**config.mk**
```make
export PLATFORM = sky130hd
export DESIGN_NAME = ultrasonic_echo_timer_core
export DESIGN_NICKNAME = d
export VERILOG_FILES = /design/src/sv/uet_pkg.sv /design/src/sv/uet_datapath.sv /design/src/sv/uet_ctrl.sv /design/src/sv/ultrasonic_echo_timer_core.sv
export VERILOG_INCLUDE_DIRS = /design/src /design/src/sv
export SDC_FILE = /design/constraint.sdc
export NUM_CORES = 1
export LEC_CHECK = 0
export ABC_AREA = 1
export CAP_MARGIN = 20
export CORE_AREA = 5 5 198 200
export CTS_BUF_LIST = sky130_fd_sc_hd__clkbuf_2 sky130_fd_sc_hd__clkbuf_4 sky130_fd_sc_hd__clkbuf_8
export DETAILED_ROUTE_END_ITERATION = 8
export DIE_AREA = 0 0 203 205
export DONT_BUFFER_PORTS = 1
export PLACE_DENSITY = 0.6
export SLEW_MARGIN = 20
export SYNTH_ARGS = -nofsm -noshare
export SYNTH_HDL_FRONTEND = slang
export SYNTH_SLANG_ARGS = --single-unit
```
**constraint.sdc**
```tcl
create_clock -name clk -period 3.5 [get_ports clk]
set_input_delay 0.7 -clock clk [delete_from_list [all_inputs] [get_ports clk]]
set_output_delay 0.7 -clock clk [all_outputs]
set_load 0.01 [all_outputs]
```
**src/sv/ultrasonic_echo_timer_core_assert.svh**
```systemverilog
// assertion macros shared by the echo timer modules
`ifndef ULTRASONIC_ECHO_TIMER_CORE_ASSERT_SVH
`define ULTRASONIC_ECHO_TIMER_CORE_ASSERT_SVH

// same-cycle implication, checked on every clock outside reset
`define UET_ASSERT_NOW(lbl, ante, cons) \
  lbl: assert property (@(posedge clk) disable iff (!rst_n) (ante) |-> (cons)) \
    else $error("uet assertion failed");

// next-cycle implication, checked on every clock outside reset
`define UET_ASSERT_NEXT(lbl, ante, cons) \
  lbl: assert property (@(posedge clk) disable iff (!rst_n) (ante) |=> (cons)) \
    else $error("uet assertion failed");

`endif

```
**src/sv/uet_pkg.sv**
```systemverilog
package uet_pkg;

  // configuration port
  localparam int CFG_IDX_W  = 1;
  localparam int CFG_DATA_W = 16;
  localparam logic [CFG_IDX_W-1:0] REG_TRIGGER_TICKS  = 1'd0;
  localparam logic [CFG_IDX_W-1:0] REG_TICKS_PER_UNIT = 1'd1;
  localparam logic [CFG_DATA_W-1:0] RST_TRIGGER_TICKS  = 16'd7200;
  localparam logic [CFG_DATA_W-1:0] RST_TICKS_PER_UNIT = 16'd400;

  // item fields
  localparam int ACTION_W = 2;
  localparam int STATUS_W = 2;
  localparam int WIDTH_W  = 32;

  localparam logic [ACTION_W-1:0] ACT_TICK    = 2'd0;
  localparam logic [ACTION_W-1:0] ACT_TRIGGER = 2'd1;
  localparam logic [ACTION_W-1:0] ACT_READ    = 2'd2;

  localparam logic [STATUS_W-1:0] ST_OK      = 2'd0;
  localparam logic [STATUS_W-1:0] ST_BUSY    = 2'd1;
  localparam logic [STATUS_W-1:0] ST_NO_MEAS = 2'd2;

  // controller to datapath
  typedef struct packed {
    logic accept;      // take one tick item
    logic div_step;    // one divider iteration
    logic div_finish;  // store the quotient in the result register
  } uet_cmd_t;

  // datapath to controller
  typedef struct packed {
    logic read_go;     // offered item is a read that needs the divider
    logic div_last;    // divider is on its final iteration
  } uet_stat_t;

endpackage

```
**src/sv/uet_datapath.sv**
```systemverilog
module uet_datapath #(
  parameter int TIME_WIDTH = 32
) (
  input  logic                              clk,
  input  logic                              rst_n,
  input  logic                              cfg_we,
  input  logic [uet_pkg::CFG_IDX_W-1:0]     cfg_index,
  input  logic [uet_pkg::CFG_DATA_W-1:0]    cfg_wdata,
  input  logic [uet_pkg::ACTION_W-1:0]      action,
  input  logic                              echo_level,
  input  uet_pkg::uet_cmd_t                 cmd,
  output uet_pkg::uet_stat_t                stat,
  output logic                              trigger_pin,
  output logic [uet_pkg::STATUS_W-1:0]      status,
  output logic [uet_pkg::WIDTH_W-1:0]       echo_width,
  output logic                              reading_valid
);

  localparam int CNT_W = $clog2(TIME_WIDTH + 1);
  localparam int EXT_W = (TIME_WIDTH > 32) ? TIME_WIDTH : 33;
  localparam int DW    = uet_pkg::CFG_DATA_W;

  logic [DW-1:0]         trig_ticks_r, tpu_r;
  logic [TIME_WIDTH-1:0] time_r, start_r, end_r;
  logic [DW-1:0]         trem_r;
  logic                  busy_r, expf_r, prev_r;

  logic [TIME_WIDTH-1:0] start_nxt, end_nxt, diff;
  logic [DW-1:0]         trem_mid, trem_nxt;
  logic                  busy_nxt, expf_nxt, pin;
  logic [uet_pkg::STATUS_W-1:0] status_nxt;
  logic                  read_go;

  logic [TIME_WIDTH-1:0] rq_r, rq_step;
  logic [DW-1:0]         rem_r, rem_step;
  logic [CNT_W-1:0]      cnt_r;
  logic [DW:0]           trial;
  logic                  ge;
  logic [EXT_W-1:0]      quo_ext;
  logic [uet_pkg::WIDTH_W-1:0] width_fin;

  logic                  pin_r, rv_r;
  logic [uet_pkg::STATUS_W-1:0] status_r;
  logic [uet_pkg::WIDTH_W-1:0]  width_r;

  // one tick: echo edge, then request, then trigger pin
  always_comb begin
    start_nxt  = start_r;
    end_nxt    = end_r;
    expf_nxt   = expf_r;
    busy_nxt   = busy_r;
    trem_mid   = trem_r;
    status_nxt = uet_pkg::ST_OK;
    read_go    = 1'b0;
    if (!expf_r) begin
      if (echo_level && !prev_r) begin
        start_nxt = time_r;
        expf_nxt  = 1'b1;
      end
    end else if (!echo_level && prev_r) begin
      end_nxt  = time_r;
      expf_nxt = 1'b0;
      busy_nxt = 1'b0;
    end
    case (action)
      uet_pkg::ACT_TRIGGER: begin
        if (busy_nxt) begin
          status_nxt = uet_pkg::ST_BUSY;
        end else begin
          trem_mid = trig_ticks_r;
          busy_nxt = 1'b1;
        end
      end
      uet_pkg::ACT_READ: begin
        if (busy_nxt) begin
          status_nxt = uet_pkg::ST_BUSY;
        end else if (start_nxt == '0 && end_nxt == '0) begin
          status_nxt = uet_pkg::ST_NO_MEAS;
        end else begin
          read_go = 1'b1;
        end
      end
      default: ;
    endcase
    pin      = (trem_mid != '0);
    trem_nxt = pin ? trem_mid - 1'b1 : trem_mid;
    diff     = end_nxt - start_nxt;
  end

  // restoring divider, one quotient bit a cycle
  always_comb begin
    trial    = {rem_r, rq_r[TIME_WIDTH-1]};
    ge       = (trial >= {1'b0, tpu_r});
    rem_step = ge ? DW'(trial - {1'b0, tpu_r}) : trial[DW-1:0];
    rq_step  = {rq_r[TIME_WIDTH-2:0], ge};
    quo_ext  = EXT_W'(rq_step);
    if (quo_ext[EXT_W-1:32] != '0 || tpu_r == '0) begin
      width_fin = '1;
    end else begin
      width_fin = quo_ext[uet_pkg::WIDTH_W-1:0];
    end
  end

  assign stat.read_go  = read_go;
  assign stat.div_last = (cnt_r == CNT_W'(1));

  always_ff @(posedge clk) begin
    if (!rst_n) begin
      trig_ticks_r <= uet_pkg::RST_TRIGGER_TICKS;
      tpu_r        <= uet_pkg::RST_TICKS_PER_UNIT;
      time_r       <= '0;
      start_r      <= '0;
      end_r        <= '0;
      trem_r       <= '0;
      busy_r       <= 1'b0;
      expf_r       <= 1'b0;
      prev_r       <= 1'b0;
      cnt_r        <= '0;
    end else begin
      if (cfg_we) begin
        case (cfg_index)
          uet_pkg::REG_TRIGGER_TICKS:  trig_ticks_r <= cfg_wdata;
          uet_pkg::REG_TICKS_PER_UNIT: tpu_r        <= cfg_wdata;
          default: ;
        endcase
      end
      if (cmd.accept) begin
        time_r  <= time_r + 1'b1;
        start_r <= start_nxt;
        end_r   <= end_nxt;
        trem_r  <= trem_nxt;
        busy_r  <= busy_nxt;
        expf_r  <= expf_nxt;
        prev_r  <= echo_level;
        if (read_go) begin
          cnt_r <= CNT_W'(TIME_WIDTH);
        end
      end else if (cmd.div_step) begin
        cnt_r <= cnt_r - 1'b1;
      end
    end
  end

  // payload registers
  always_ff @(posedge clk) begin
    if (cmd.accept) begin
      pin_r    <= pin;
      status_r <= status_nxt;
      rv_r     <= read_go;
      width_r  <= '0;
      rq_r     <= diff;
      rem_r    <= '0;
    end else if (cmd.div_step) begin
      rq_r  <= rq_step;
      rem_r <= rem_step;
      if (cmd.div_finish) begin
        width_r <= width_fin;
      end
    end
  end

  assign trigger_pin   = pin_r;
  assign status        = status_r;
  assign echo_width    = width_r;
  assign reading_valid = rv_r;

  `include "ultrasonic_echo_timer_core_assert.svh"

  `UET_ASSERT_NEXT(a_time_adv, cmd.accept, time_r == TIME_WIDTH'($past(time_r) + 1'b1))
  `UET_ASSERT_NEXT(a_time_hold, !cmd.accept, $stable(time_r) && $stable(trem_r))

endmodule

```
**src/sv/uet_ctrl.sv**
```systemverilog
module uet_ctrl (
  input  logic               clk,
  input  logic               rst_n,
  input  logic               in_tvalid,
  output logic               in_tready,
  output logic               out_tvalid,
  input  logic               out_tready,
  input  uet_pkg::uet_stat_t stat,
  output uet_pkg::uet_cmd_t  cmd
);

  typedef enum logic [0:0] {
    S_RUN,
    S_DIV
  } state_t;

  state_t state_r, state_nxt;
  logic   out_valid_r, out_valid_nxt;
  logic   accept;

  always_comb begin
    in_tready      = (state_r == S_RUN) && (!out_valid_r || out_tready);
    accept         = in_tvalid && in_tready;
    cmd.accept     = accept;
    cmd.div_step   = (state_r == S_DIV);
    cmd.div_finish = (state_r == S_DIV) && stat.div_last;

    state_nxt     = state_r;
    out_valid_nxt = out_valid_r && !out_tready;
    case (state_r)
      S_RUN: begin
        if (accept) begin
          if (stat.read_go) begin
            state_nxt = S_DIV;
          end else begin
            out_valid_nxt = 1'b1;
          end
        end
      end
      S_DIV: begin
        if (stat.div_last) begin
          state_nxt     = S_RUN;
          out_valid_nxt = 1'b1;
        end
      end
      default: state_nxt = S_RUN;
    endcase
  end

  always_ff @(posedge clk) begin
    if (!rst_n) begin
      state_r     <= S_RUN;
      out_valid_r <= 1'b0;
    end else begin
      state_r     <= state_nxt;
      out_valid_r <= out_valid_nxt;
    end
  end

  assign out_tvalid = out_valid_r;

  `include "ultrasonic_echo_timer_core_assert.svh"

  `UET_ASSERT_NOW(a_div_blocks_input, state_r == S_DIV, !in_tready && !out_valid_r)
  `UET_ASSERT_NEXT(a_read_enters_div, accept && stat.read_go, state_r == S_DIV && !out_valid_r)
  `UET_ASSERT_NEXT(a_finish_shows_result, cmd.div_finish, out_valid_r && state_r == S_RUN)

endmodule

```
**src/sv/ultrasonic_echo_timer_core.sv**
```systemverilog
// ultrasonic ranging controller core
//
// input channel: one item per timer tick. in_tuser carries the request
// (plain tick, trigger, read), in_tdata[0] the sampled echo pin level.
// output channel: exactly one item per input item, in order. out_tdata holds
// the trigger pin level and the echo width, out_tuser the status code and the
// reading-valid flag.
// result: a tick, trigger or refused read shows its result in the cycle after it
// is accepted; a read that returns a measurement runs the bit-serial divider
// and shows its result once the final iteration has stored the quotient.
// throughput: one item per cycle for ticks and triggers unless the receiver stalls;
// a successful read holds off the input while the divider runs, one quotient bit per cycle.
// a single output register separates the channels: a new item is taken in the
// cycle the pending result is taken, and a stalled receiver stops the input.
// reset (synchronous, rst_n low) clears the timestamp, echo capture, busy and
// trigger state and loads the register defaults (7200 trigger ticks, divisor 400)
// configuration writes are registered; the user must make them only while idle (unchecked)
module ultrasonic_echo_timer_core #(
  parameter int TIME_WIDTH = 32
) (
  input  logic                             clk,
  input  logic                             rst_n,
  // configuration write port
  input  logic                             cfg_we,
  input  logic [uet_pkg::CFG_IDX_W-1:0]    cfg_index,
  input  logic [uet_pkg::CFG_DATA_W-1:0]   cfg_wdata,
  // input channel
  input  logic                             in_tvalid,
  output logic                             in_tready,
  input  logic [7:0]                       in_tdata,   // [0] echo_level, rest zero
  input  logic [uet_pkg::ACTION_W-1:0]     in_tuser,   // [1:0] action
  // output channel
  output logic                             out_tvalid,
  input  logic                             out_tready,
  output logic [39:0]                      out_tdata,  // [0] trigger_pin, [32:1] echo_width
  output logic [2:0]                       out_tuser   // [1:0] status, [2] reading_valid
);

  uet_pkg::uet_cmd_t  cmd;
  uet_pkg::uet_stat_t stat;

  logic                          trigger_pin;
  logic [uet_pkg::STATUS_W-1:0]  status;
  logic [uet_pkg::WIDTH_W-1:0]   echo_width;
  logic                          reading_valid;

  // handshake and sequencing
  uet_ctrl u_ctrl (
    .clk        (clk),
    .rst_n      (rst_n),
    .in_tvalid  (in_tvalid),
    .in_tready  (in_tready),
    .out_tvalid (out_tvalid),
    .out_tready (out_tready),
    .stat       (stat),
    .cmd        (cmd)
  );

  // timer, echo capture, trigger pulse, divider and result register
  uet_datapath #(
    .TIME_WIDTH (TIME_WIDTH)
  ) u_dp (
    .clk           (clk),
    .rst_n         (rst_n),
    .cfg_we        (cfg_we),
    .cfg_index     (cfg_index),
    .cfg_wdata     (cfg_wdata),
    .action        (in_tuser),
    .echo_level    (in_tdata[0]),
    .cmd           (cmd),
    .stat          (stat),
    .trigger_pin   (trigger_pin),
    .status        (status),
    .echo_width    (echo_width),
    .reading_valid (reading_valid)
  );

  // pack result fields, lowest first, zero padded to whole bytes
  assign out_tdata = {7'b0, echo_width, trigger_pin};
  assign out_tuser = {reading_valid, status};

endmodule
```
After elaboration in Yosys (flattened, before gate mapping) --
Cells that the tools add are included.
Word-level totals: input bits 32, flip-flop bits (word level) 239, output and inout bits 45
Cells by class: muxes and demuxes 35, reductions and logical operators 21, bitwise gates (word level) 2, order comparisons 1, $add $sub $neg 5, eq/ne operators 4
Operators by type and width (number):
- 2-to-1 mux 32 bit | 7
- zero test 32 bit | 2
- 2-to-1 mux 16 bit | 4
- adder 32 x 1 -> 32 bit (second input constant) | 1
- subtractor 32 bit | 1
- 2-to-1 mux 6 bit | 3
- greater-or-equal comparator 17 x 16 -> 1 bit | 1
- zero test 16 bit | 1
- 2-to-1 mux 1 bit | 16
- nonzero test 16 bit | 1
- subtractor 16 x 1 -> 16 bit (second input constant) | 1
- subtractor 16 bit | 1
- AND reduction 2 bit | 4
- logical AND 1 bit | 7
- == test 6 x 1 -> 1 bit (second input constant) | 1
- subtractor 6 x 1 -> 6 bit (second input constant) | 1
- zero test 1 bit | 4
- 2-to-1 mux 2 bit | 2
- one-hot mux 1 bit (2 select lines) | 2
- one-hot mux 2 bit (2 select lines) | 1
- == test 2 x 1 -> 1 bit (second input constant) | 1
- == test 2 bit (second input constant) | 1
- inequality test 2 x 1 -> 1 bit (second input constant) | 1
- NOT 1 bit | 2
- 2 further kinds | 2

Longest topological paths before layout --
depth after elaboration 12, mapped depth 24, gate-level depth less buffers 22

Cells and area by module --
Synthesis repeated with hierarchy kept, for this count alone.
Unflattened totals: cell total of the unflattened synthesis 2162, area total of the unflattened synthesis 14433.8 µm²
Modules (own cells, without submodules):
- uet_datapath | area each 14229.9 µm², sequential area each 5104.9 µm², cells each 2132, instances 1
- uet_ctrl | area each 132.6 µm², sequential area each 40.0 µm², cells each 20, instances 1
- ultrasonic_echo_timer_core | area each 71.3 µm², sequential area each 0.0 µm², cells each 10, instances 1

Worst setup path after synthesis --
Ideal clock, no wire load.
kind input -> register, start point in in_tdata[0], end point reg u_dp.rq_r[28] (data pin), path buffers 3, data required time 3.246 ns, setup slack 0.474 ns, arrival time 2.772 ns, stages 20, cell sequence buf_2 -> nand2_2 -> buf_2 -> buf_2 -> o21ai_0 -> inv_1 -> ha_1 -> inv_1 -> ha_1 -> inv_1 -> nand2_1 -> nand2_1 -> a21oi_1 -> nand2_1 -> nand3_1 -> nand2_1 -> nand2_1 -> nand2_1 -> nand3_1 -> nand2_1
RTL lines:
- start: declaration | line ultrasonic_echo_timer_core.sv:30 | input logic [7:0] in_tdata,
- logical AND 1 bit | line uet_datapath.sv:56 | if (echo_level && !prev_r) begin
- 2-to-1 mux 32 bit | line uet_datapath.sv:56
- 2-to-1 mux 32 bit | line uet_datapath.sv:55 | if (!expf_r) begin
- named net u_dp.start_nxt[0] | line uet_datapath.sv:28 | logic [TIME_WIDTH-1:0] start_nxt, end_nxt, diff;
- subtractor 32 bit | line uet_datapath.sv:87 | diff = end_nxt - start_nxt;
- 2-to-1 mux 32 bit | line uet_datapath.sv:146 | if (cmd.accept) begin
- end signal: assignment | line uet_datapath.sv:151 | rq_r <= diff;
- end signal: assignment | line uet_datapath.sv:154 | rq_r <= rq_step;
- end: declaration | line uet_datapath.sv:34 | logic [TIME_WIDTH-1:0] rq_r, rq_step;
The timed path passes the listed nets, and every way through them passes these cells. A chain may end at the register's enable or synchronous reset.

Worst setup path in the final report --
start point reg u_dp.expf_r, end point reg u_dp.rq_r[31] (data pin)
Between the ends: cells in the longest elaborated chain, start to end 3
RTL lines:
- start: declaration | line uet_datapath.sv:26 | logic busy_r, expf_r, prev_r;
- start signal: assignment | line uet_datapath.sv:133 | expf_r <= expf_nxt;
- 2-to-1 mux 32 bit | line uet_datapath.sv:55
- subtractor 32 bit * | line uet_datapath.sv:87
- 2-to-1 mux 32 bit * | line uet_datapath.sv:146
Every way passes the cells marked *; elsewhere a longest branch is shown, timed or not.

==> flow_summary.json <==
{
  "p_int_w": 0.00530,
  "r2r_cells": 13,
  "synth_common_cells": "744 x nand2_1, 290 x inv_1, 203 x dfxtp_1, 199 x nor2_1, 174 x o21ai_0",
  "path_class": "register to register",
  "dieArea_sq_mm": 0.0416,
  "rsz0062_at_grt": "no",
  "ys_seq_area_share_pct": 35.2,
  "fmax_mhz": 318,
  "cts-htree-levels": 2,
  "multiInputGateArea_sq_mm": 0.00794,
  "critPathSlowestCell": "o21ai_0",
  "synth-edff-count": 36,
  "coreArea_sq_mm": 0.0372,
  "path_delay_family": "compound AO/OA/AOI/OAI gates",
  "first_pass_iters": 6,
  "hold_path_class": "primary input to register",
  "cts_root_buf": "clkbuf_8",
  "setup-violations-final": 0,
  "p_leak_nw": 7.64,
  "synth_area_sq_mm": 0.0146,
  "hold_depth": 1,
  "antenna_found_initial": 0,
  "cts_tree": "done",
  "cts_buffers": 42,
  "postRouteAntennaNets": 0,
  "drv_cap": 0,
  "fin_ws_ps": 352,
  "period_needed_ps": 3150,
  "switching_share_pct": 35.0,
  "viasPerCell": 5.05,
  "cts_max_path_buffers": 3,
  "grt_max_degree": 110,
  "drive_above_1_share_pct": 7.09,
  "clkSlewWorstSetupHoldPaths_ps": 60,
  "synth.largest_area_cell": "dfxtp_1",
  "finalWeightedCongestion": 0.908,
  "ir_worst_vdd_mv": 0.181,
  "netlist_instances": 2283,
  "routedWlPerCell_microns": 14.7,
  "clock_skew_ps": 45.6,
  "synthTopCellsByArea": "dfxtp_1 28%, nand2_1 19%, inv_1 7.5%",
  "yosysMostFrequentCell": "nand2_1",
  "worstHoldStart": "rst_n",
  "postSynth.asyncResetShare_pct": 0,
  "hold_slack_ps": 224,
  "cp-end-kind": "register",
  "grt_pass1_vias": 12900,
  "ys_ff_latch": 239,
  "synth.avg_cell_area_sq_um": 6.39,
  "yosysTopAreaCellShare_pct": 27.8,
  "final_nets": 2332,
  "crit_path_max_incr_delay_ps": 660,
  "p_seq_share_pct": 39.1,
  "reg2reg_from": "u_dp.expf_r",
  "start_kind": "register",
  "die_w_microns": 203,
  "worst_slew_pin_slew_ps": 801,
  "worst-r2r-setup-slack_ps": 350,
  "drt_wl_total_microns": 40800,
  "power_frac_comb_pct": 27.5,
  "p_clk_share_pct": 33.4,
  "arrival_ps": 3460,
  "outcome": "finished clean",
  "cts_sinks": 239,
  "hold_end": "u_dp.trig_ticks_r[10]",
  "yosys_warnings": 0,
  "final.setup.tns_ps": 0,
  "cp_cell_sequence": "nor2_4 > nand2_2 > buf_12 > o21ai_0 > ha_1 > inv_1 > nor3_1 > a21oi_1 > o21ai_0 > a21oi_1 > nand3_1 > nand3_1 > nand2_1",
  "r2r_end": "u_dp.rq_r[31]",
  "p_switching_w": 0.00285,
  "crit_fanout": 48,
  "overflow": 0,
  "dpl.hpwl_microns": 30500,
  "portBuffers": 0,
  "initial_core_util_pct": 39.2,
  "die_h_microns": 205,
  "place_ws_ps": 165,
  "rows": 71,
  "path_buf_inv": 2,
  "clk_latency_ps": 600,
  "final-hold-violation-count": 0,
  "required_ps": 3820,
  "max_slew_margin_pct": 46.0,
  "drc": 0,
  "synthFlopType": "dfxtp_1",
  "power.density_mw_per_mm2": 511,
  "synthToLayoutAreaGrowth_pct": 9.28,
  "ys_types": 46,
  "grt_usage_pct": 19.4,
  "fill_cells": 3963,
  "io_pins": 77,
  "report.final.slew_viol_count": 0,
  "period_share_pct": 89.9,
  "grt_pass1_wl_microns": 66700,
  "cts.hold.buffers_added": 0,
  "vias": 14000,
  "initialDrtViolationCount": 997,
  "seqCellArea_sq_mm": 0.00515,
  "antenna_cells": 0
}
==> worst reg2reg max path, cell delays in order, from the launching register on <==
cell and delay (ps):
dfxtp_2 400, nor2_4 140, nand2_2 160, buf_12 240, o21ai_0 670, ha_1 400
inv_1 120, nor3_1 80, a21oi_1 140, o21ai_0 90, a21oi_1 170, nand3_1 100
nand3_1 100, nand2_1 50
==> power groups by stage <==
| stage | Combinational, W | Sequential [W] | Clock (W) |
|---|---|---|---|
| 3_5_place_dp | 0.00223 | 0.00325 | 0 |
| 3_3_place_gp | 0.00221 | 0.00324 | 0 |
| 5_1_grt | 0.00257 | 0.00322 | 0.00291 |
| 4_1_cts | 0.00224 | 0.00319 | 0.00280 |
| 2_1_floorplan | 0.00177 | 0.00320 | 0 |
| 6_report | 0.00224 | 0.00319 | 0.00272 |
==> sequential cells by signal, summed over array words and instances (netlist names), 2 cells and up <==
register / cells
u_dp.time_r: 32
u_dp.rem_r: 16
u_dp.start_r: 32
u_dp.end_r: 32
u_dp.rq_r: 32
u_dp.trig_ticks_r: 16
u_dp.echo_width: 32
u_dp.tpu_r: 16
u_dp.trem_r: 16
u_dp.cnt_r: 6
u_dp.status: 2
==> what timing repair did <==
action / CTS / global route
resized for setup: 0 / 2
buffers inserted: 0 / 0
endpoints found under the hold margin: 0 / 0
setup endpoints to repair: 0 / 10
==> layout by cell type (no fill, tap or decap), drive strengths merged, types with 36 or more instances in the layout <==
cell and n:
nand2 749, inv 292, nor2 206, dfxtp 203, o21ai 193, a21oi 143
nand3 129, clkbuf 65, edfxtp 36, nor3 36
==> per-stage QoR <==
step           cells  power [W]  utilization [%]  cell area (sq um)
3_3_place_gp    2694    0.00545             40.4              15000
5_1_grt         2772    0.00870             42.9              16000
3_5_place_dp    2695    0.00548             40.4              15100
2_1_floorplan   2289    0.00496                -              14600
4_1_cts         2772    0.00823             42.8              15900
6_report        2772    0.00816             42.9              16000
==> how the worst max path moves through the flow <==
stage,startpoint,end,slack (ps),depth (start not counted)
after floorplan,in_tdata[0],u_dp.rq_r[28],470,20
after global placement,in_tdata[0],u_dp.rq_r[21],190,20
after detailed placement,in_tdata[0],u_dp.rq_r[21],170,20
after CTS,u_dp.expf_r,u_dp.rq_r[29],260,18
after global routing,u_dp.expf_r,u_dp.rq_r[29],110,19
final,u_dp.expf_r,u_dp.rq_r[31],350,13
==> cells by family after synthesis <==
family                     count (synthesis)  share of synthesized area [%]
buffers and inverters                    394                           10.6
xor gates and xnor gates                  46                           2.76
other                                      1                         0.0257
DFF                                      239                           35.2
AOI/OAI and AO/OA                        399                           15.5
adders and majority gates                 35                           3.05
and+or+nand+nor                         1169                           32.8
==> routing by layer <==
metal / vias to the layer above / global-route usage, % / routed length [microns] / part of all wire, %
met5: - / 0 / 0 / 0
met4: 0 / 6.60 / 1060 / 2.6
met3: 61 / 3.02 / 2230 / 5.5
met2: 326 / 29.4 / 17200 / 42
met1: 6331 / 28.1 / 20300 / 50
li1: 7283 / - / - / -
==> final cells by class <==
type                       count  share of cell area [%]
clock buffer                  65                    5.14
clock inverter                12                   0.486
inverter                     291                    6.85
multi-input combinational   1656                    49.8
sequential                   239                    32.3
tap                          474                    3.72
timing repair buffer          35                    1.75
Power figures use the tool's default switching activity.
